## config.mk

```make
export PLATFORM = sky130hd
export DESIGN_NAME = padded_content_bounding_box
export DESIGN_NICKNAME = d
export VERILOG_FILES = /design/src/rtl/pcbb_pkg.sv /design/src/rtl/pcbb_span.sv /design/src/rtl/padded_content_bounding_box.sv
export SDC_FILE = /design/constraint.sdc
export NUM_CORES = 1
export LEC_CHECK = 0
export ABC_AREA = 1
export BUFFER_PORTS_ARGS = -buffer_cell sky130_fd_sc_hd__buf_2
export CORE_ASPECT_RATIO = 1.1
export CORE_MARGIN = 2
export CORE_UTILIZATION = 60
export DETAILED_ROUTE_END_ITERATION = 7
export PLACE_DENSITY = 0.88
export SETUP_SLACK_MARGIN = 0.4
export SYNTH_ARGS = -nofsm -noshare
export SYNTH_HDL_FRONTEND = slang
export SYNTH_SLANG_ARGS = --single-unit
```

## constraint.sdc

```tcl
create_clock -name clk -period 11.6 [get_ports clk]
set_input_delay 0.58 -clock clk [delete_from_list [all_inputs] [get_ports clk]]
set_output_delay 0.58 -clock clk [all_outputs]
set_load 0.1 [all_outputs]
```

## src/rtl/pcbb_pkg.sv

```systemverilog
package pcbb_pkg;

  localparam int DIM_W = 13;
  localparam int POS_W = 12;
  localparam int PAD_W = 8;
  localparam int CHAN_W = 8;
  localparam int CFG_IDX_W = 2;

  typedef logic [DIM_W-1:0] dim_t;
  typedef logic [POS_W-1:0] pos_t;
  typedef logic [PAD_W-1:0] pad_t;
  typedef logic [CHAN_W-1:0] chan_t;
  typedef logic [CFG_IDX_W-1:0] cfg_idx_t;

  localparam dim_t MAX_DIMENSION = DIM_W'(4096);
  localparam chan_t WHITE_LEVEL = CHAN_W'(8'hff);

  localparam dim_t WIDTH_RESET = DIM_W'(640);
  localparam dim_t HEIGHT_RESET = DIM_W'(480);
  localparam pad_t PAD_RESET = PAD_W'(4);

  localparam cfg_idx_t REG_FRAME_WIDTH = CFG_IDX_W'(0);
  localparam cfg_idx_t REG_FRAME_HEIGHT = CFG_IDX_W'(1);
  localparam cfg_idx_t REG_PAD_AMOUNT = CFG_IDX_W'(2);

  // Frame bounds handed from the accumulator to the box stage
  typedef struct packed {
    logic found;
    pos_t min_column;
    pos_t max_column;
    pos_t min_row;
    pos_t max_row;
    dim_t width;
    dim_t height;
    pad_t pad;
  } frame_bounds_t;

  function automatic dim_t effective_dim(input dim_t v);
    dim_t r;
    if (v == '0) begin
      r = DIM_W'(1);
    end else if (v > MAX_DIMENSION) begin
      r = MAX_DIMENSION;
    end else begin
      r = v;
    end
    return r;
  endfunction

endpackage

```

## src/rtl/pcbb_span.sv

```systemverilog
module pcbb_span import pcbb_pkg::*; (
  input  logic found,
  input  pos_t least,
  input  pos_t greatest,
  input  dim_t dim,
  input  pad_t pad,
  output pos_t lo,
  output pos_t hi
);

  dim_t start;
  dim_t left_full;
  dim_t right_full;
  pos_t last;
  pos_t left;
  pos_t base;

  always_comb begin
    last = POS_W'(dim - DIM_W'(1));
    start = found ? {1'b0, least} : dim;
    left_full = (start > DIM_W'(pad)) ? start - DIM_W'(pad) : '0;
    left = (left_full > {1'b0, last}) ? last : left_full[POS_W-1:0];
    base = found ? greatest : left;
    if (base < left) begin
      base = left;
    end
    right_full = {1'b0, base} + DIM_W'(pad);
    hi = (right_full > {1'b0, last}) ? last : right_full[POS_W-1:0];
    lo = left;
  end

endmodule

```

## src/rtl/padded_content_bounding_box.sv

```systemverilog
// Padded content bounding box.
// Pixels of one frame enter on the in_valid/in_ready channel in raster order,
// one transaction per pixel. A pixel is content when any channel is not 255.
// After the last pixel of a frame one transaction leaves on out_valid/out_ready
// carrying the content box widened by the pad and clamped to the frame; right
// and bottom are inclusive. A frame with no content reports content_found low.
// The config channel (cfg_valid/cfg_ready, cfg_index, cfg_data) writes width
// (0), height (1) and pad (2); cfg_ready is always high. Write it between
// frames or while the block is idle; a write mid-frame takes effect at once.
// Throughput: one pixel per cycle while in_ready is high. The box of a frame
// passes one bounds register, then one box register, after its last pixel.
// If the receiver stalls, the finished box waits in the output register and a
// second one in the bounds register; while both are full, in_ready is low and
// every pixel waits until the output transaction is taken.
// Reset (rst, synchronous) restores width 640, height 480, pad 4, starts a new
// frame and drops any pending result.
module padded_content_bounding_box import pcbb_pkg::*; (
  input  logic     clk,
  input  logic     rst,
  input  logic     cfg_valid,
  output logic     cfg_ready,
  input  cfg_idx_t cfg_index,
  input  dim_t     cfg_data,
  input  logic     in_valid,
  output logic     in_ready,
  input  chan_t    red,
  input  chan_t    green,
  input  chan_t    blue,
  output logic     out_valid,
  input  logic     out_ready,
  output pos_t     box_left,
  output pos_t     box_right,
  output pos_t     box_top,
  output pos_t     box_bottom,
  output logic     content_found
);

  dim_t frame_width;
  dim_t frame_height;
  pad_t pad_amount;

  pos_t column_count, column_count_next;
  pos_t row_count, row_count_next;
  pos_t min_column, min_column_next;
  pos_t max_column, max_column_next;
  pos_t min_row, min_row_next;
  pos_t max_row, max_row_next;
  logic any_content, any_content_next;

  frame_bounds_t bounds, bounds_next;
  logic bounds_valid;

  dim_t w_eff;
  dim_t h_eff;
  logic in_fire;
  logic out_free;
  logic is_content;
  logic end_of_frame;
  pos_t left_w, right_w, top_w, bottom_w;

  assign cfg_ready = 1'b1;
  assign out_free = !out_valid || out_ready;
  assign in_ready = !bounds_valid || out_free;
  assign in_fire = in_valid && in_ready;
  assign w_eff = effective_dim(frame_width);
  assign h_eff = effective_dim(frame_height);
  assign is_content = (red != WHITE_LEVEL) || (green != WHITE_LEVEL) ||
                      (blue != WHITE_LEVEL);

  always_ff @(posedge clk) begin
    if (rst) begin
      frame_width <= WIDTH_RESET;
      frame_height <= HEIGHT_RESET;
      pad_amount <= PAD_RESET;
    end else if (cfg_valid) begin
      unique case (cfg_index)
        REG_FRAME_WIDTH:  frame_width <= cfg_data;
        REG_FRAME_HEIGHT: frame_height <= cfg_data;
        REG_PAD_AMOUNT:   pad_amount <= cfg_data[PAD_W-1:0];
        default: ;
      endcase
    end
  end

  always_comb begin
    min_column_next = min_column;
    max_column_next = max_column;
    min_row_next = min_row;
    max_row_next = max_row;
    any_content_next = any_content;
    column_count_next = column_count;
    row_count_next = row_count;
    end_of_frame = 1'b0;
    if (is_content) begin
      if (column_count < min_column) min_column_next = column_count;
      if (column_count > max_column) max_column_next = column_count;
      if (row_count < min_row) min_row_next = row_count;
      if (row_count > max_row) max_row_next = row_count;
      any_content_next = 1'b1;
    end
    if (({1'b0, column_count} + DIM_W'(1)) >= w_eff) begin
      column_count_next = '0;
      if (({1'b0, row_count} + DIM_W'(1)) >= h_eff) begin
        end_of_frame = 1'b1;
      end else begin
        row_count_next = row_count + POS_W'(1);
      end
    end else begin
      column_count_next = column_count + POS_W'(1);
    end

    bounds_next.found = any_content_next;
    bounds_next.min_column = min_column_next;
    bounds_next.max_column = max_column_next;
    bounds_next.min_row = min_row_next;
    bounds_next.max_row = max_row_next;
    bounds_next.width = w_eff;
    bounds_next.height = h_eff;
    bounds_next.pad = pad_amount;
  end

  always_ff @(posedge clk) begin
    if (rst) begin
      column_count <= '0;
      row_count <= '0;
      min_column <= '1;
      max_column <= '0;
      min_row <= '1;
      max_row <= '0;
      any_content <= 1'b0;
    end else if (in_fire) begin
      if (end_of_frame) begin
        column_count <= '0;
        row_count <= '0;
        min_column <= '1;
        max_column <= '0;
        min_row <= '1;
        max_row <= '0;
        any_content <= 1'b0;
      end else begin
        column_count <= column_count_next;
        row_count <= row_count_next;
        min_column <= min_column_next;
        max_column <= max_column_next;
        min_row <= min_row_next;
        max_row <= max_row_next;
        any_content <= any_content_next;
      end
    end
  end

  always_ff @(posedge clk) begin
    if (rst) begin
      bounds_valid <= 1'b0;
    end else if (in_fire && end_of_frame) begin
      bounds_valid <= 1'b1;
    end else if (bounds_valid && out_free) begin
      bounds_valid <= 1'b0;
    end
  end

  always_ff @(posedge clk) begin
    if (in_fire && end_of_frame) begin
      bounds <= bounds_next;
    end
  end

  pcbb_span u_span_x (
    .found    (bounds.found),
    .least    (bounds.min_column),
    .greatest (bounds.max_column),
    .dim      (bounds.width),
    .pad      (bounds.pad),
    .lo       (left_w),
    .hi       (right_w)
  );

  pcbb_span u_span_y (
    .found    (bounds.found),
    .least    (bounds.min_row),
    .greatest (bounds.max_row),
    .dim      (bounds.height),
    .pad      (bounds.pad),
    .lo       (top_w),
    .hi       (bottom_w)
  );

  always_ff @(posedge clk) begin
    if (rst) begin
      out_valid <= 1'b0;
    end else if (bounds_valid && out_free) begin
      out_valid <= 1'b1;
    end else if (out_ready) begin
      out_valid <= 1'b0;
    end
  end

  always_ff @(posedge clk) begin
    if (bounds_valid && out_free) begin
      box_left <= left_w;
      box_right <= right_w;
      box_top <= top_w;
      box_bottom <= bottom_w;
      content_found <= bounds.found;
    end
  end

endmodule

```

# ---- Yosys cells after proc, flatten, opt, wreduce, memory -nomap -nowiden
# Index checks and enable logic that the tools add are counted.
dict set report totals {
  elab_cells 117
  register_bits 241
  out_inout_bits 52
}
dict set report classes {
  reduce_logical 19
  add_sub_neg 10
  eq_ne 6
  n_mux 41
  n_lt_le_gt_ge 16
}
# cell count
set op_table {}
lappend op_table {{2-to-1 mux 12 bit} 25}
lappend op_table {{2-to-1 mux 13 bit} 8}
lappend op_table {{> comparator 13 x 12 -> 1 bit} 4}
lappend op_table {{< comparator 12 bit} 4}
lappend op_table {{adder 12 x 1 -> 13 bit, second input constant} 2}
lappend op_table {{adder 12 x 8 -> 13 bit} 2}
lappend op_table {{>= comparator 13 bit} 2}
lappend op_table {{> comparator 13 bit, second input constant} 2}
lappend op_table {{> comparator 13 x 8 -> 1 bit} 2}
lappend op_table {{logical NOT 13 bit} 2}
lappend op_table {{subtractor 13 x 8 -> 13 bit} 2}
lappend op_table {{adder 12 x 1 -> 12 bit, second input constant} 2}
lappend op_table {{> comparator 12 bit} 2}
lappend op_table {{!= test 8 bit, second input constant} 3}
lappend op_table {{subtractor 12 x 1 -> 12 bit, second input constant} 2}
lappend op_table {{2-to-1 mux 1 bit} 8}
lappend op_table {{AND reduction 2 bit} 3}
lappend op_table {{nonzero test 2 bit} 3}
lappend op_table {{logical OR 1 bit} 4}
lappend op_table {{logical AND 1 bit} 3}
lappend op_table {{AND reduction 3 bit} 1}
lappend op_table {{equality test 2 x 1 -> 1 bit, second input constant} 1}
lappend op_table {{equality test 2 bit, second input constant} 1}
lappend op_table {{logical NOT 1 bit} 2}
lappend op_table {{2 further kinds} 2}

# ---- Longest topological paths before layout
# Gate-level depths: netlist (run 1).
dict set report logic_depth {
  word_depth 11
  mapped_depth 72
}

# ---- Cells and area by module
# From an unflattened synthesis (run 1), not the netlist that was laid out.
dict set report hier_totals {
  hier_cells 2302
  area_unflattened_um2 17280.3
}
# mod area_per_inst_um2 cells_per_inst instances seq_area_each_um2
set modules_own_cells {}
lappend modules_own_cells {padded_content_bounding_box 11486.0 1281 1 6145.9}
lappend modules_own_cells {{pcbb_span (u_span_y)} 2956.6 515 1 0.0}
lappend modules_own_cells {{pcbb_span (u_span_x)} 2837.7 506 1 0.0}

# ---- Least setup slack after synthesis (run 1)
# No wires, ideal clock.
dict set report synth_path {
  kind {flip-flop to flip-flop}
  startpoint {reg bounds[82] (netlist name)}
  endpoint {reg box_right[7], data pin}
  arrival_time_ns 9.086
  stages_incl_launch_ff 71
  setup_slack_ns 2.262
  setup_time_ns 0.252
  required_ns 11.348
  n_path_buf 10
  cell_sequence {edfxtp_1 -> buf_6 -> buf_6 -> clkbuf_1 -> clkbuf_1 -> clkbuf_1 -> nand2_1 -> o21ai_0 -> ha_1 -> nand3_1 -> nand2_1 -> nand2_1 -> nand3b_1 -> nand2_1 -> nand2_1 -> o21a_2 -> inv_2 -> nor3b_1 -> [35 not listed] -> o21ai_0 -> a21oi_1 -> o21bai_1 -> a21oi_1 -> nor2_1 -> nand2_1 -> and2_1 -> inv_1 -> ha_1 -> nand2_1 -> a21oi_1 -> a211o_1 -> a21oi_1 -> a21o_1 -> nand2_1 -> buf_4 -> nand2_1 -> nand2_1}
}
dict set report synth_between {
  elab_chain_cells 11
}
# element line
set synth_rtl {}
lappend synth_rtl {{start, declared} padded_content_bounding_box.sv:50} ;# frame_bounds_t bounds, bounds_next;
lappend synth_rtl {{start signal, assigned} padded_content_bounding_box.sv:164} ;# bounds <= bounds_next;
lappend synth_rtl {{2-to-1 mux 13 bit (*)} pcbb_span.sv:20} ;# start = found ? {1'b0, least} : dim;
lappend synth_rtl {{subtractor 13 x 8 -> 13 bit / > comparator 13 x 8 -> 1 bit (equally long branches)} pcbb_span.sv:21} ;# left_full = (start > DIM_W'(pad)) ? start - DIM_W'(pad) : '0;
lappend synth_rtl {{2-to-1 mux 13 bit (*)} pcbb_span.sv:21}
lappend synth_rtl {{> comparator 13 x 12 -> 1 bit} pcbb_span.sv:22} ;# left = (left_full > {1'b0, last}) ? last : left_full[POS_W-1:0];
lappend synth_rtl {{2-to-1 mux 12 bit (*)} pcbb_span.sv:22}
lappend synth_rtl {{via left_w[5]} padded_content_bounding_box.sv:59} ;# pos_t left_w, right_w, top_w, bottom_w;
lappend synth_rtl {{2-to-1 mux 12 bit} pcbb_span.sv:23} ;# base = found ? greatest : left;
lappend synth_rtl {{< comparator 12 bit} pcbb_span.sv:24} ;# if (base < left) begin
lappend synth_rtl {{2-to-1 mux 12 bit (*)} pcbb_span.sv:24}
lappend synth_rtl {{adder 12 x 8 -> 13 bit (*)} pcbb_span.sv:27} ;# right_full = {1'b0, base} + DIM_W'(pad);
lappend synth_rtl {{> comparator 13 x 12 -> 1 bit} pcbb_span.sv:28} ;# hi = (right_full > {1'b0, last}) ? last : right_full[POS_W-1:0];
lappend synth_rtl {{2-to-1 mux 12 bit (*)} pcbb_span.sv:28}
lappend synth_rtl {{via right_w[7]} padded_content_bounding_box.sv:59}
lappend synth_rtl {{end signal, assigned} padded_content_bounding_box.sv:201} ;# box_right <= right_w;
lappend synth_rtl {{end, declared} padded_content_bounding_box.sv:32} ;# output pos_t box_right,
# Mark *: on every way through the listed nets, which the timed path passes. The rest lies on a longest branch.
# A chain may end at the register's enable or synchronous reset.

# ---- Worst setup path after layout (run 1)
dict set report layout_path {
  startpoint {reg bounds[82] (netlist name)}
  endpoint {reg box_right[5], data pin}
}
# Same word-level chain as after synthesis.

==> impl_metrics.csv, run 1 <==
group,metric,value,unit
status,status,"completed",
critical_path,r2r_slack,1.59,ns
final_layout,n_fill_cell,2046,
route,finalWirelength,40.30,mm
logic_synthesis,synth_top_area_frac,0.2453,
sta,timing.fmax,99.90,MHz
critical_path,cp-endpoint,"box_right[5]",
logic_synthesis,synth_compound_area_frac,0.1461,
die,io_pins,96,
cts,clkSlewWorstSetupHoldPaths,0.06,ns
critical_path,crit_path_max_fanout,81,
logic_synthesis,avgSynthCellArea,7.866,µm²
power,power.density,102.4,nW/µm²
critical_path,cp_num_cells,52,
global_routing,gr-total-overflow,0,
critical_path,reg2reg_to,"box_right[5]",
die,rows,63,
power,clkPwrFrac,0.447,
route,dr.pass1.iters,6,
logic_synthesis,ys_types,56,
critical_path,startpoint,"bounds[82]",
sta,fin_tns_setup,0,ns
route,wl_met1,16.42,mm
route,viasPerCell,5.672,
logic_synthesis,synth_top_family_by_area,"simple AND/OR/NAND/NOR gates",
logic_synthesis,synthAdderAreaFrac,0.1482,
power,p_comb_frac,0.049,
critical_path,cp_common_cell,"nand2_1",
route,met3_wirelength,3.130,mm
power,pwr-share-seq,0.504,
sta,min_period,10.01,ns
power,swShare,0.2312,
route,wl_met2,19.12,mm
die,die-area,28260,µm²
logic_synthesis,syn_area,16160,µm²
cts,clk_latency,0.55,ns
logic_synthesis,yosys.area_share.xor_xnor,0.03090,
logic_synthesis,synth_edf_count,132,
flow_run,max-cap-violations,0,
power,internal-power,0.001394,W
critical_path,cp.required,11.89,ns
global_routing,grt_pass1_wl,64.80,mm
sta,timing.final.crit_share,0.8630,
global_routing,grt_pass1_vias,13423,
die,initial_utilization,0.6046,
sta,maxSlewViolCount,0,
sta,skew,0.02075,ns
cts,cts-root-buf,"clkbuf_16",
final_layout,instances_no_fill,2502,
logic_synthesis,ys_async_sr_fraction,0,
cts,htreeDepth,1,
logic_synthesis,synth_mux_area_frac,0,
route,drc_errors,0,
global_routing,antenna_found_initial,1,
placed_design,placed_cells,2455,
sta,rsz0062_at_grt,"no",
global_routing,grt_use_total,0.2831,
cts,clock_sinks,241,
global_routing,grt_max_degree,84,
power,ir_drop,100.4,µV
placed_design,dp_hpwl,31.35,mm
cts,cts_tree,"built",
final_layout,reg_top3,"bounds (83), frame_height (13), frame_width (13)",
sta,slew-limit-headroom,0.2584,
final_layout,area_growth,9.587,%
logic_synthesis,synth.ff_latch_count,241,
logic_synthesis,synth_cells,2054,
hold_path,hp-class,"in2reg",
critical_path,reg2regPathDepth,52,
logic_synthesis,yosys-top-cells-area,"edfxtp_1 25%, ha_1 14%, dfxtp_1 14%",
final_layout,fin_nets,2359,
cts,cts-resized-gates,0,
placed_design,portBuffers,94,
critical_path,worstSetupPathType,"reg2reg",
critical_path,critPathLaunchType,"flip-flop",
sta,hold_viol,0,
critical_path,crit_buf_inv,10,
hold_path,hp-start,"cfg_data[8]",
placed_design,gp_congestion,0.9678,
die,die_y,176.1,µm
critical_path,arrival,10.30,ns
route,drtAntennaViolNets,0,
power,p_switching,0.0004193,W
logic_synthesis,syn_nets,2287,
route,num_vias,14192,
final_layout,antenna_cells,0,
route,drt_iter0_markers,1304,
final_layout,finalInstanceArea,17710,µm²
final_layout,layout-drive-gt1-share,0.09557,
die,die_w,160.5,µm
cts,cts.path.max_buffers,3,
critical_path,r2r_start,"bounds[82]",
logic_synthesis,yosys_most_used_dff,"edfxtp_1",
critical_path,slowest_delay,0.46,ns
critical_path,crit_slowest_cell,"nand2_1",
final_layout,layout_common_cells,"499 x nand2_1, 282 x inv_1, 185 x ha_1",
logic_synthesis,synthSimpleGateAreaFrac,0.2065,
cts,postCtsSetupBuffers,0,
critical_path,critPathTopFamily,"simple AND/OR/NAND/NOR gates",
die,coreArea,26720,µm²
route,wl_per_cell,16.11,µm
logic_synthesis,yosys_warnings,0,
logic_synthesis,ys_seq_area_frac,0.3804,
cts,cts_hold_buf,0,
cts,cts_made_buffers,25,
logic_synthesis,synth.largest_area_cell,"edfxtp_1",
final_layout,largest_reg_flops,83,
power,cellLeakagePower,7.981,nW
placed_design,placed_area,16850,µm²
sta,tightest_slew,1.104,ns
final_layout,top_register,"bounds",
sta,setup_viol,0,
critical_path,worstSetupEndpointType,"flip-flop",
final_layout,layout_commonest_cell,"nand2_1",
route,highest-signal-layer,"met4",
metal layers:
layer  up-vias  global-route usage
li1       7018                   -
met1      6532              0.3529
met2       536              0.4896
met3       106             0.04346
met4         0              0.1227
met5         -                   0
power groups by stage:
stage | combinational (W) | clock (W) | sequential (W)
2_1_floorplan | 0.0000595 | 0 | 0.000930
3_3_place_gp | 0.0000824 | 0 | 0.000932
3_5_place_dp | 0.0000862 | 0 | 0.000932
4_1_cts | 0.0000872 | 0.000818 | 0.000914
5_1_grt | 0.0000991 | 0.000853 | 0.000915
6_report | 0.0000888 | 0.000810 | 0.000914
worst min path at each step:
| stage | endpoint | depth (start not counted) |
|---|---|---|
| 3_5_place_dp | bounds[2] | 0 |
| 5_1_grt | frame_height[8] | 3 |
| 4_1_cts | frame_height[8] | 3 |
| 6_report | frame_height[8] | 3 |
| 2_1_floorplan | bounds[0] | 0 |
| 3_3_place_gp | bounds[2] | 0 |
logic make-up after synthesis:
group | Yosys count
other | 1
buffers and inverters | 355
adders and majority gates | 189
DFF | 241
AOI/OAI and AO/OA | 419
and+or+nand+nor | 792
xor gates and xnor gates | 57
worst reg2reg max path: cells and delay by family, from the launching register on:
| family | cells | cell delay [ns] |
|---|---|---|
| AOI/OAI and AO/OA | 13 | 2.36 |
| xor gates and xnor gates | 2 | 0.35 |
| adders and majority gates | 6 | 1.90 |
| buffers and inverters | 10 | 1.77 |
| DFF | 1 | 0.36 |
| and+or+nand+nor | 21 | 3.02 |
through the flow:
step | util | hold WS [ns] | setup slack (ns) | total power (W)
2_1_floorplan | - | 0.4086 | 2.262 | 0.0009891
3_3_place_gp | 0.6307 | 0.4207 | 1.598 | 0.001014
3_5_place_dp | 0.6307 | 0.4256 | 1.146 | 0.001019
4_1_cts | 0.6618 | 0.2723 | 1.066 | 0.001819
5_1_grt | 0.6626 | 0.2814 | 0.5394 | 0.001867
6_report | 0.6626 | 0.2923 | 1.590 | 0.001813
synthesized netlist by cell type (5+ instances only):
cell and n:
nand3b_1 12, or2_2 11, nor3_1 34, ha_1 185, a21oi_1 140, edfxtp_1 132, o21bai_1 5, nand3_1 55
buf_4 5, buf_6 6, and2_1 6, dfxtp_1 109, o211ai_1 30, o31ai_1 5, nand4_1 29, inv_1 283
o21ai_1 26, xnor2_1 10, o21ai_0 161, a211oi_1 8, nand2_2 9, nand2_1 499, xor2_1 47, nor2_1 116
clkbuf_1 43, nor4_1 7, o21ai_2 15, inv_2 11
area by class of cell:
cell class,instances,area [µm²],area share
clock buffers,29,660.6,0.03731
clock inverters,17,172.7,0.009752
inverters,295,1107,0.06254
multi-input cells,1459,8620,0.4868
flip-flops and latches,241,6146,0.3471
well taps,357,446.7,0.02523
repair buffers,104,553.0,0.03123
(Power assumes the default switching activity.)
==> run 2, diff against run 1 <==
==> constraint.sdc (replaced) <==
create_clock -name clk -period 11.6 [get_ports clk]
set_input_delay 3.48 -clock clk [delete_from_list [all_inputs] [get_ports clk]]
set_output_delay 3.48 -clock clk [all_outputs]
set_load 0.1 [all_outputs]
==> run 2 against run 1 <==
- via count is 1.4% higher
- sequential power hardly changed
- worst hold slack better by 0.16 ns
- critical path type unchanged
- critical endpoint is now box_bottom[1]
- largest cell class unchanged
==> impl_metrics.csv, run 2 (synthesis results as in run 1) <==
group,metric,value,unit
sta,rsz0062_at_grt,"no",
global_routing,grt_use_total,0.2874,
final_layout,utilization,0.6652,
cts,cts-resized-gates,0,
sta,tightest_slew,1.100,ns
critical_path,slowest_delay,0.51,ns
status,status,"completed",
route,drc_errors,0,
die,die_y,176.1,µm
critical_path,crit_path_max_fanout,81,
final_layout,layout-drive-gt1-share,0.09506,
cts,cts.path.max_buffers,3,
flow_run,max-cap-violations,0,
cts,htreeDepth,1,
placed_design,portBuffers,94,
final_layout,antenna_cells,0,
global_routing,grt_max_degree,84,
route,num_vias,14397,
die,die-area,28260,µm²
sta,setup_viol,0,
placed_design,placed_area,16850,µm²
route,drtAntennaViolNets,0,
sta,maxSlewViolCount,0,
cts,clkSlewWorstSetupHoldPaths,0.06,ns
final_layout,fin_nets,2359,
cts,postCtsSetupBuffers,0,
final_layout,layout_commonest_cell,"nand2_1",
critical_path,critPathLaunchType,"flip-flop",
cts,clock_sinks,241,
route,wl_per_cell,16.45,µm
sta,fin_tns_setup,0,ns
critical_path,arrival,10.35,ns
route,finalWirelength,41.19,mm
hold_path,hp-class,"reg2reg",
critical_path,cp_common_cell,"nand2_1",
final_layout,reg_top3,"bounds (83), frame_height (13), frame_width (13)",
final_layout,top_register,"bounds",
final_layout,layout_common_cells,"498 x nand2_1, 282 x inv_1, 185 x ha_1",
die,initial_utilization,0.6046,
cts,cts-root-buf,"clkbuf_16",
power,cellLeakagePower,8.026,nW
route,viasPerCell,5.752,
die,coreArea,26720,µm²
final_layout,area_growth,10.02,%
die,die_w,160.5,µm
final_layout,largest_reg_flops,83,
placed_design,gp_congestion,0.9682,
cts,cts_made_buffers,26,
power,ir_drop,95.26,µV
sta,slew-limit-headroom,0.2610,
power,power.density,106.4,nW/µm²
global_routing,antenna_found_initial,1,
sta,skew,0.01189,ns
critical_path,worstSetupPathType,"reg2reg",
die,io_pins,96,
critical_path,cp.required,11.88,ns
placed_design,dp_hpwl,31.57,mm
die,rows,63,
final_layout,finalInstanceArea,17780,µm²
route,drt_iter0_markers,1185,
sta,hold_viol,0,
global_routing,gr-total-overflow,0,
cts,clk_latency,0.54,ns
cts,cts_tree,"built",
cts,cts_hold_buf,0,
sta,timing.fmax,99.33,MHz
critical_path,worstSetupEndpointType,"flip-flop",
sta,finalWorstSetupSlack,1.533,ns
sta,timing.final.crit_share,0.8679,
route,dr.pass1.iters,6,
critical_path,crit_slowest_cell,"a2111oi_1",
sta,whs,0.4535,ns
placed_design,pre_cts_ws,1.127,ns
sta,min_period,10.07,ns
global_routing,grt_pass1_vias,13777,
global_routing,grt_pass1_wl,65.79,mm
run 2: cell count changes in the layout (fill, tap and decap cells not counted), moves of 2 or more:
cell / delta
clkinvlp_4: -3
bufinv_16: +2
clkinv_2: +3
clkinv_4: -2
clkbuf_8: +2
clkbuf_1: +3
clkbuf_16: +2
inv_6: -3
run 2: power breakdown:
part | switching [W] | internal, W | leakage [nW]
clock network | 0.000347 | 0.000540 | 0.454
registers | 0.00000820 | 0.000906 | 2.10
logic | 0.0000626 | 0.0000275 | 5.47
run 2: cell type report:
cell class              instances  area, µm²
repair buffers                104      549.3
inverters                     295       1107
clock inverters                12      166.4
clock buffers                  36      749.5
fillers                      2072       8946
well taps                     357      446.7
flip-flops and latches        241       6146
multi-input cells            1458       8611
run 2: final timing paths:
| check | from | to | slack (ns) | depth (start not counted) |
|---|---|---|---|---|
| worst max register to register | bounds[82] | box_bottom[1] | 1.53 | 57 |
| worst min register to register | pad_amount[7] | bounds[7] | 0.45 | 0 |
| worst min-delay path | pad_amount[7] | bounds[7] | 0.45 | 0 |
| worst max-delay path | bounds[82] | box_bottom[1] | 1.53 | 57 |
run 2: critical path: cells and delay by family (launching register included):
family / cells / cell delay (ns)
AOI/OAI and AO/OA: 16 / 2.70
adders and majority gates: 5 / 1.38
buffers and inverters: 10 / 1.44
DFF: 1 / 0.34
and+or+nand+nor: 26 / 3.91
run 2: stage by stage:
| step | total power (W) | std cells |
|---|---|---|
| finish | 0.001891 | 2503 |
| global placement | 0.001014 | 2455 |
| detailed placement | 0.001019 | 2455 |
| floorplan | 0.0009891 | 2054 |
| global route | 0.001939 | 2503 |
| CTS | 0.001896 | 2503 |
run 2: layer usage:
layer / wire length, µm / global-route usage
met5: 0 / 0
met4: 1700 / 0.1314
met3: 3609 / 0.05685
met2: 19590 / 0.5023
met1: 16290 / 0.3426
